## config.mk

```make
export PLATFORM = sky130hd
export DESIGN_NAME = command_line_tokenizer
export DESIGN_NICKNAME = d
export VERILOG_FILES = /design/src/rtl/core/clt_pkg.sv /design/src/rtl/core/command_line_tokenizer.sv /design/src/rtl/core/clt_step.sv
export SDC_FILE = /design/constraint.sdc
export NUM_CORES = 1
export LEC_CHECK = 0
export BUFFER_PORTS_ARGS = -buffer_cell sky130_fd_sc_hd__buf_2
export CAP_MARGIN = 20
export CORE_ASPECT_RATIO = 1.75
export CORE_UTILIZATION = 41
export CTS_CLUSTER_SIZE = 28
export DETAILED_ROUTE_END_ITERATION = 7
export PLACE_DENSITY = 0.6
export SYNTH_ARGS = -nofsm -noshare
export SYNTH_HDL_FRONTEND = slang
export SYNTH_HIERARCHICAL = 1
export SYNTH_SLANG_ARGS = --single-unit
```

## constraint.sdc

```tcl
create_clock -name clk_i -period 5.9 [get_ports clk_i]
set_input_delay 1.475 -clock clk_i [delete_from_list [all_inputs] [get_ports clk_i]]
set_output_delay 1.475 -clock clk_i [all_outputs]
set_load 0.01 [all_outputs]
```

## src/rtl/core/clt_pkg.sv

```systemverilog
// ----------------------------------------------------------------------------
// Command line tokenizer package
// Shared types and character constants for the command line tokenizer.
// ----------------------------------------------------------------------------
package clt_pkg;

  // Parser phase within one line.
  typedef enum logic [3:0] {
    PH_LEAD      = 4'd0,
    PH_CMD       = 4'd1,
    PH_SEP       = 4'd2,
    PH_SLASH1    = 4'd3,
    PH_SLASH2    = 4'd4,
    PH_NAME      = 4'd5,
    PH_TOKEN     = 4'd6,
    PH_ESC       = 4'd7,
    PH_ESC_FIRST = 4'd8,
    PH_ERROR     = 4'd9
  } phase_e;

  // Kind of character delivered by one byte.
  typedef enum logic [2:0] {
    KIND_NONE      = 3'd0,
    KIND_CMD       = 3'd1,
    KIND_OPT_NAME  = 3'd2,
    KIND_OPT_VALUE = 3'd3,
    KIND_ARG       = 3'd4
  } kind_e;

  // Line verdict.
  typedef enum logic [1:0] {
    ST_BUSY   = 2'd0,
    ST_ACCEPT = 2'd1,
    ST_REJECT = 2'd2
  } status_e;

  // Configuration register indexes.
  localparam logic [1:0] REG_MAX_OPTIONS   = 2'd0;
  localparam logic [1:0] REG_MAX_ARGUMENTS = 2'd1;
  localparam logic [1:0] REG_MAX_LINE_LEN  = 2'd2;

  // Character constants.
  localparam logic [7:0] CH_NUL   = 8'h00;
  localparam logic [7:0] CH_SPACE = 8'h20;
  localparam logic [7:0] CH_BSL   = 8'h5C;
  localparam logic [7:0] CH_SLASH = 8'h2F;
  localparam logic [7:0] CH_UA    = 8'h41;
  localparam logic [7:0] CH_UZ    = 8'h5A;
  localparam logic [7:0] CH_LA    = 8'h61;
  localparam logic [7:0] CH_LZ    = 8'h7A;
  localparam logic [7:0] CH_D0    = 8'h30;
  localparam logic [7:0] CH_D9    = 8'h39;
  localparam logic [7:0] CH_TILDE = 8'h7E;

  localparam logic [15:0] BYTE_CNT_MAX = 16'hFFFF;

  // Per-line parser state.
  typedef struct packed {
    phase_e      phase;
    logic        value_pending;
    logic [7:0]  option_count;
    logic [7:0]  argument_count;
    logic [15:0] byte_count;
  } parse_state_t;

  // Configuration limits.
  typedef struct packed {
    logic [7:0]  max_options;
    logic [7:0]  max_arguments;
    logic [15:0] max_line_len;
  } limits_t;

  // One result word.
  typedef struct packed {
    status_e    status;
    logic [7:0] char_out;
    kind_e      char_kind;
    logic       token_start;
    logic [7:0] token_index;
    logic       value_expected;
  } result_t;

endpackage

```

## src/rtl/core/command_line_tokenizer.sv

```systemverilog
// ----------------------------------------------------------------------------
// Command line tokenizer
// Splits a console line into command, options and arguments, byte by byte.
// ----------------------------------------------------------------------------
// Each accepted byte produces exactly one result word in the following cycle:
// the unescaped character with its token kind and index, or, for the zero
// terminator, the accept or reject verdict for the whole line. The block takes
// one byte every clock cycle; while a word is stalled the byte channel is
// stalled too. The only loop is the update of the parser state registers. A new
// byte enters in the same cycle that the previous word is taken. The user must
// write limits through the configuration port only while no line byte is in
// flight (the block does not check); a write takes effect for the next byte.
module command_line_tokenizer (
  input  logic        clk_i,
  input  logic        rst_ni,
  // Line byte channel
  input  logic        in_valid_i,
  output logic        in_stall_o,
  input  logic [7:0]  ch_i,
  // Result channel
  output logic        out_valid_o,
  input  logic        out_stall_i,
  output logic [1:0]  status_o,
  output logic [7:0]  char_out_o,
  output logic [2:0]  char_kind_o,
  output logic        token_start_o,
  output logic [7:0]  token_index_o,
  output logic        value_expected_o,
  // Configuration write channel
  input  logic        cfg_valid_i,
  output logic        cfg_ready_o,
  input  logic [1:0]  cfg_index_i,
  input  logic [15:0] cfg_data_i
);
  import clt_pkg::*;

  parse_state_t state_q, state_d;
  limits_t      limits_q, limits_d;
  result_t      result_q, result_d;
  logic         out_valid_q, out_valid_d;
  logic         in_fire;

  // A byte is taken whenever the output word is free or leaves this cycle.
  assign in_stall_o  = out_valid_q && out_stall_i;
  assign in_fire     = in_valid_i && !in_stall_o;
  assign cfg_ready_o = 1'b1;

  clt_step u_step (
    .ch_i     (ch_i),
    .state_i  (state_q),
    .limits_i (limits_q),
    .state_o  (state_d),
    .result_o (result_d)
  );

  // Configuration write decode.
  always_comb begin
    limits_d = limits_q;
    if (cfg_valid_i && cfg_ready_o) begin
      case (cfg_index_i)
        REG_MAX_OPTIONS:   limits_d.max_options   = cfg_data_i[7:0];
        REG_MAX_ARGUMENTS: limits_d.max_arguments = cfg_data_i[7:0];
        REG_MAX_LINE_LEN:  limits_d.max_line_len  = cfg_data_i;
        default:           limits_d = limits_q;
      endcase
    end
  end

  // Output word valid tracking.
  always_comb begin
    out_valid_d = out_valid_q;
    if (in_fire) begin
      out_valid_d = 1'b1;
    end else if (!out_stall_i) begin
      out_valid_d = 1'b0;
    end
  end

  // Control and configuration registers.
  always_ff @(posedge clk_i or negedge rst_ni) begin
    if (!rst_ni) begin
      state_q.phase          <= PH_LEAD;
      state_q.value_pending  <= 1'b0;
      state_q.option_count   <= '0;
      state_q.argument_count <= '0;
      state_q.byte_count     <= '0;
      limits_q.max_options   <= 8'd8;
      limits_q.max_arguments <= 8'd8;
      limits_q.max_line_len  <= 16'd256;
      out_valid_q            <= 1'b0;
    end else begin
      limits_q    <= limits_d;
      out_valid_q <= out_valid_d;
      if (in_fire) begin
        state_q <= state_d;
      end
    end
  end

  // Result word register.
  always_ff @(posedge clk_i) begin
    if (in_fire) begin
      result_q <= result_d;
    end
  end

  assign out_valid_o      = out_valid_q;
  assign status_o         = result_q.status;
  assign char_out_o       = result_q.char_out;
  assign char_kind_o      = result_q.char_kind;
  assign token_start_o    = result_q.token_start;
  assign token_index_o    = result_q.token_index;
  assign value_expected_o = result_q.value_expected;

endmodule

```

## src/rtl/core/clt_step.sv

```systemverilog
// ----------------------------------------------------------------------------
// Command line tokenizer step
// Combinational next state and result for one line byte.
// ----------------------------------------------------------------------------
module clt_step (
  input  logic [7:0]            ch_i,
  input  clt_pkg::parse_state_t state_i,
  input  clt_pkg::limits_t      limits_i,
  output clt_pkg::parse_state_t state_o,
  output clt_pkg::result_t      result_o
);
  import clt_pkg::*;

  logic        is_alnum;
  logic        is_graphic;
  logic        is_space;
  logic        arg_ok;
  logic [7:0]  arg_next;
  logic [7:0]  emit_index;
  logic        opt_ok;
  logic [15:0] byte_cnt_inc;
  logic        phase_ok;
  logic        len_ok;

  // Character classes and shared token bookkeeping.
  always_comb begin
    is_alnum   = ((ch_i >= CH_UA) && (ch_i <= CH_UZ)) ||
                 ((ch_i >= CH_LA) && (ch_i <= CH_LZ)) ||
                 ((ch_i >= CH_D0) && (ch_i <= CH_D9));
    is_graphic = (ch_i > CH_SPACE) && (ch_i <= CH_TILDE);
    is_space   = (ch_i == CH_SPACE);
    // A value token fills a pending option and does not use an argument slot.
    arg_ok     = state_i.value_pending || (state_i.argument_count < limits_i.max_arguments);
    arg_next   = state_i.value_pending ? state_i.argument_count
                                       : state_i.argument_count + 8'd1;
    opt_ok     = is_alnum && (state_i.option_count < limits_i.max_options);
    // Index of the token currently being filled with argument or value characters.
    emit_index = state_i.value_pending ? state_i.option_count - 8'd1
                                       : state_i.argument_count - 8'd1;
    byte_cnt_inc = (state_i.byte_count == BYTE_CNT_MAX) ? state_i.byte_count
                                                        : state_i.byte_count + 16'd1;
  end

  // Verdict of the terminator.
  always_comb begin
    case (state_i.phase)
      PH_CMD, PH_TOKEN: phase_ok = 1'b1;
      PH_SEP, PH_NAME:  phase_ok = !state_i.value_pending;
      default:          phase_ok = 1'b0;
    endcase
    len_ok = (byte_cnt_inc <= limits_i.max_line_len) && (byte_cnt_inc != BYTE_CNT_MAX);
  end

  // Phase update and delivered character.
  always_comb begin
    state_o            = state_i;
    state_o.byte_count = byte_cnt_inc;
    result_o           = '0;
    result_o.status    = ST_BUSY;
    result_o.char_kind = KIND_NONE;

    if (ch_i == CH_NUL) begin
      result_o.status        = (phase_ok && len_ok) ? ST_ACCEPT : ST_REJECT;
      state_o.phase          = PH_LEAD;
      state_o.value_pending  = 1'b0;
      state_o.option_count   = '0;
      state_o.argument_count = '0;
      state_o.byte_count     = '0;
    end else begin
      case (state_i.phase)
        PH_LEAD: begin
          if (is_alnum) begin
            state_o.phase        = PH_CMD;
            result_o.char_out    = ch_i;
            result_o.char_kind   = KIND_CMD;
            result_o.token_start = 1'b1;
          end else if (!is_space) begin
            state_o.phase = PH_ERROR;
          end
        end
        PH_CMD: begin
          if (is_space) begin
            state_o.phase = PH_SEP;
          end else if (is_alnum) begin
            result_o.char_out  = ch_i;
            result_o.char_kind = KIND_CMD;
          end else begin
            state_o.phase = PH_ERROR;
          end
        end
        PH_SEP: begin
          if (is_space) begin
            state_o.phase = PH_SEP;
          end else if (ch_i == CH_SLASH) begin
            state_o.phase = state_i.value_pending ? PH_ERROR : PH_SLASH1;
          end else if ((ch_i == CH_BSL) || is_graphic) begin
            if (arg_ok) begin
              state_o.argument_count = arg_next;
              if (ch_i == CH_BSL) begin
                state_o.phase = PH_ESC_FIRST;
              end else begin
                state_o.phase        = PH_TOKEN;
                result_o.char_out    = ch_i;
                result_o.token_start = 1'b1;
                if (state_i.value_pending) begin
                  result_o.char_kind   = KIND_OPT_VALUE;
                  result_o.token_index = state_i.option_count - 8'd1;
                end else begin
                  result_o.char_kind   = KIND_ARG;
                  result_o.token_index = state_i.argument_count;
                end
              end
            end else begin
              state_o.phase = PH_ERROR;
            end
          end else begin
            state_o.phase = PH_ERROR;
          end
        end
        PH_SLASH1, PH_SLASH2: begin
          if ((state_i.phase == PH_SLASH1) && (ch_i == CH_SLASH)) begin
            state_o.phase = PH_SLASH2;
          end else if (opt_ok) begin
            state_o.phase           = PH_NAME;
            state_o.option_count    = state_i.option_count + 8'd1;
            state_o.value_pending   = (state_i.phase == PH_SLASH1);
            result_o.char_out       = ch_i;
            result_o.char_kind      = KIND_OPT_NAME;
            result_o.token_start    = 1'b1;
            result_o.token_index    = state_i.option_count;
            result_o.value_expected = (state_i.phase == PH_SLASH1);
          end else begin
            state_o.phase = PH_ERROR;
          end
        end
        PH_NAME: begin
          if (is_space) begin
            state_o.phase = PH_SEP;
          end else if (is_alnum) begin
            result_o.char_out       = ch_i;
            result_o.char_kind      = KIND_OPT_NAME;
            result_o.token_index    = state_i.option_count - 8'd1;
            result_o.value_expected = state_i.value_pending;
          end else begin
            state_o.phase = PH_ERROR;
          end
        end
        PH_TOKEN: begin
          if (is_space) begin
            state_o.value_pending = 1'b0;
            state_o.phase         = PH_SEP;
          end else if (ch_i == CH_BSL) begin
            state_o.phase = PH_ESC;
          end else if (is_graphic) begin
            result_o.char_out    = ch_i;
            result_o.char_kind   = state_i.value_pending ? KIND_OPT_VALUE : KIND_ARG;
            result_o.token_index = emit_index;
          end else begin
            state_o.phase = PH_ERROR;
          end
        end
        PH_ESC, PH_ESC_FIRST: begin
          if (is_space || (ch_i == CH_BSL) || (ch_i == CH_SLASH)) begin
            state_o.phase        = PH_TOKEN;
            result_o.char_out    = ch_i;
            result_o.char_kind   = state_i.value_pending ? KIND_OPT_VALUE : KIND_ARG;
            result_o.token_index = emit_index;
            result_o.token_start = (state_i.phase == PH_ESC_FIRST);
          end else begin
            state_o.phase = PH_ERROR;
          end
        end
        default: begin
          state_o.phase = PH_ERROR;
        end
      endcase
    end
  end

endmodule

```

==> metrics.log <==
[metrics] ANT nets after route: 0
[metrics] area enclosed by the die boundary: approximately 16,000 um2
[metrics] most common cell after layout, fill and taps aside: sky130_fd_sc_hd__mux2_2
[metrics] cell at the slowest stage of the critical path: sky130_fd_sc_hd__and4_1
[metrics] area fraction in and, or, nand and nor cells after synthesis: 20.29%
[metrics] DR iter-0 viols: 292
[metrics] final setup violating endpoints: 0
[metrics] width of the chip: 96.58 um
[metrics] flip-flop and latch count after synthesis: 93
[metrics] Yosys warning count: 6
[metrics] cells traversed along the worst timing path: buf_2 -> a21oi_1 -> o22ai_1 -> a211oi_2 -> and4_1 -> nand4_1 -> or3_1 -> a21oi_1 -> mux2_2
[metrics] combined area of the multi-input logic cells: 3657 um2
[metrics] number of hold-slack violations in the final timing report: 0
[metrics] cell at the root of the clock tree: sky130_fd_sc_hd__clkbuf_16
[metrics] post-synth cell types: 81
[metrics] share of final-layout standard cells stronger than drive strength 1: about 24%
[metrics] setup slack at placement: 1.875 ns
[metrics] sequential element share of the synthesized area: 38.11%
[metrics] IO buf count: 55
[metrics] parity-gate share of the synthesized area counting xor and xnor cells: under 10%
[metrics] adder-cell area share of the yosys netlist: 7.018%
[metrics] number of buffers added by the clock tree synthesis step: 9
[metrics] number of max-cap violations: 0
[metrics] clock-pin slew on the worst setup and hold paths: 0.07 ns
[metrics] cell types with the largest area share after synthesis: sky130_fd_sc_hd__dfrtp_1 (26%), sky130_fd_sc_hd__mux2_2 (12%), sky130_fd_sc_hd__edfxtp_1 (11%)
[metrics] dominant combinational cell family by area after synthesis: simple AND/OR/NAND/NOR gates
[metrics] period utilization: between 60% and 70%
[metrics] placed insts: 879
[metrics] Avg Cell Area, Syn: 9.740 um2
[metrics] worst slew margin relative to its limit: a little under half
[metrics] routed wire length per instance: ~19 um
[metrics] upper clock frequency limit: 268.4 MHz
[metrics] height of the chip: 167.5 um
[metrics] Post-Synthesis Cell Area: 6419 um2
[metrics] post-synthesis compound-gate area fraction: a little over an eighth
[metrics] maximum number of pins on one net before global-route repair: 43
[metrics] total number of vias: ~5,300
[metrics] most area-hungry cell type in the Yosys netlist: sky130_fd_sc_hd__dfrtp_1
[metrics] Antenna Cells: 0
[metrics] time the worst path needs with I/O delays and setup: 3.725 ns
[metrics] most prevalent standard cell on the critical path: sky130_fd_sc_hd__a21oi_1
[metrics] First-pass DRT Iterations: 7
[metrics] Hold/Removal Path Class: reg2reg
[metrics] clock tree from TritonCTS: done
[metrics] Clk Latency, worst-skew pair: 0.35 ns
[metrics] CTS Sinks: 93
[metrics] synthesized net count: 726
[metrics] Async SR Flop Fraction: roughly three quarters
[metrics] maximum clock skew at final layout: 0.005478 ns
[metrics] number of antenna violations at the first check in global routing: 0
[metrics] maximum fanout count along the critical path: 17
[metrics] I/O Pins: 57
[metrics] FILL cells: ~1,500
[metrics] Routed Wire Length: between 15,000 and 20,000 um
[metrics] multiplexer area fraction after synthesis: 12.61%
[metrics] peak supply drop: 0.1891 mV
[metrics] synthesized instance count: approximately 660
[metrics] WHS: 0.5068 ns
[metrics] final layout net count: a little under 800
[metrics] Area growth syn-to-layout: 11.54%
[metrics] Overall Global Routing Usage: 22.05%
[metrics] total negative slack for setup checks: 0 ns
[metrics] number of placement rows: 60
[metrics] fraction of post-synthesis cell area in the top cell type by area: 26.12%
[metrics] count of flip-flops with a built-in enable after synthesis: 23
[metrics] stage delay of the slowest cell on the critical path: 0.66 ns
[metrics] Register Area: 2446 um2
[metrics] detailed-route vias per instance: 5.917
[metrics] worst path required time: 6.19 ns
[metrics] Core Area: 15,310 um2
[metrics] post-detail-place hpwl: 12,510 um
[metrics] buffers inserted during post-CTS setup optimization: 0
[metrics] type of origin of the critical path: input port
[metrics] status: finished clean
[metrics] final instance count without filler cells: approximately 900
[metrics] unrepaired setup endpoints after global routing: no
[metrics] power density of the placed cells: approximately 340 nW/um2
[metrics] cells resized by post-CTS repair: 0
[metrics] top flip-flop cell by instance count after synthesis: sky130_fd_sc_hd__dfrtp_1
[metrics] vias in the first global route: about 5,300
[metrics] post-detailed-route DRC marker count: 0
[metrics] worst endpoint data arrival time: 4.02 ns
[metrics] total grt overflow: 0
[metrics] placer congestion estimate: 0.9481
[metrics] leading cell types in the layout, fill and taps excluded: sky130_fd_sc_hd__mux2_2 (71), sky130_fd_sc_hd__dfrtp_1 (67), sky130_fd_sc_hd__nor2_1 (57)
[metrics] worst setup path category: in2reg
[metrics] slew at the pin closest to its max-slew limit: 0.8154 ns
[metrics] Clock H-tree levels: 3
[metrics] starting density of the core: a little over two fifths
[metrics] PnR worst setup slack: 2.175 ns
[metrics] crit end category: flip-flop
[metrics] global-route wire length before repair: 27,360 um
[metrics] max-slew violation total from the final report: 0
[metrics] Pleak: 3.159 nW
[metrics] hold_buf cts: 0
[metrics] number of buffers between clock root and the deepest sink: 2
kinds of logic (layout without fill, tap and decap cells):
family | after synthesis | count (layout)
simple gates | 232 | 232
compound gates | 125 | 125
flops | 93 | 93
mux | 72 | 72
buf+inv | 72 | 122
fa+ha+maj | 36 | 36
xor+xnor | 27 | 27
other cells | 2 | 2
metal layers:
| metal | vias up | track usage [%] | share of wire (%) |
|---|---|---|---|
| li1 | 2483 | - | - |
| met1 | 2556 | 23.77 | 37 |
| met2 | 200 | 39.31 | 53 |
| met3 | 57 | 3.088 | 3.8 |
| met4 | 0 | 13.11 | 5.8 |
| met5 | - | 0 | 0 |
flip-flops by register name (all words and copies together) (netlist names):
name / flops
char_kind_o: 3
char_out_o: 8
limits_q: 32
out_valid_o: 1
state_q: 37
status_o: 2
token_index_o: 8
token_start_o: 1
value_expected_o: 1
path summary, 6_finish.rpt:
path                           endpoint    startpoint  slack, ns  cells past startpoint
min in group asynchronous   state_q[15]        rst_ni       1.15                      1
setup / recovery            state_q[30]       ch_i[0]       2.17                      9
hold / removal             limits_q[13]  limits_q[13]       0.51                      1
max in group asynchronous  limits_q[27]        rst_ni       3.73                      2
setup reg to reg            status_o[1]   state_q[13]       2.34                     12
hold reg to reg            limits_q[13]  limits_q[13]       0.51                      1
through the flow:
stage	cell area, um2	utilization, %	power [mW]
floorplan	6419	-	1.536
finish	7159	46.75	2.411
global route	7159	46.75	2.567
global placement	6814	44.49	1.748
detailed placement	6842	44.67	1.790
CTS	7159	46.75	2.425
where the power goes:
part | leakage (nW) | internal [mW] | switching (mW)
combinational | 1.92 | 0.380 | 0.467
sequential | 1.08 | 0.777 | 0.164
clock | 0.155 | 0.340 | 0.282
total | 3.16 | 1.50 | 0.914
layout make-up:
cell class / instances / area share, %
clock buffer: 9 / 3.146
clock inverter: 7 / 1.293
inverter: 46 / 2.412
multi-input combinational: 494 / 51.08
sequential: 93 / 34.17
tap: 186 / 3.251
timing repair buffer: 60 / 4.649
Yosys cell counts (all sizes together), types with 6 or more instances:
cell    instances
a31oi           8
inv            45
xor2           12
nand2b         12
and2           18
xnor2          15
and3            8
mux2           71
o21ai          26
buf            12
nor4            9
nor2           57
nand3          17
o21a            6
a211oi          6
dfrtp          67
clkbuf         14
nand4          21
nand2          37
ha             36
edfxtp         23
nor3           21
a21oi          32
critical path, delay by kind of cell:
family / cells / cell delay (ns)
compound gates: 4 / 0.99
buf+inv: 1 / 0.14
mux: 1 / 0.17
simple gates: 3 / 1.25
Note: power is estimated with default switching activity, not from simulation.
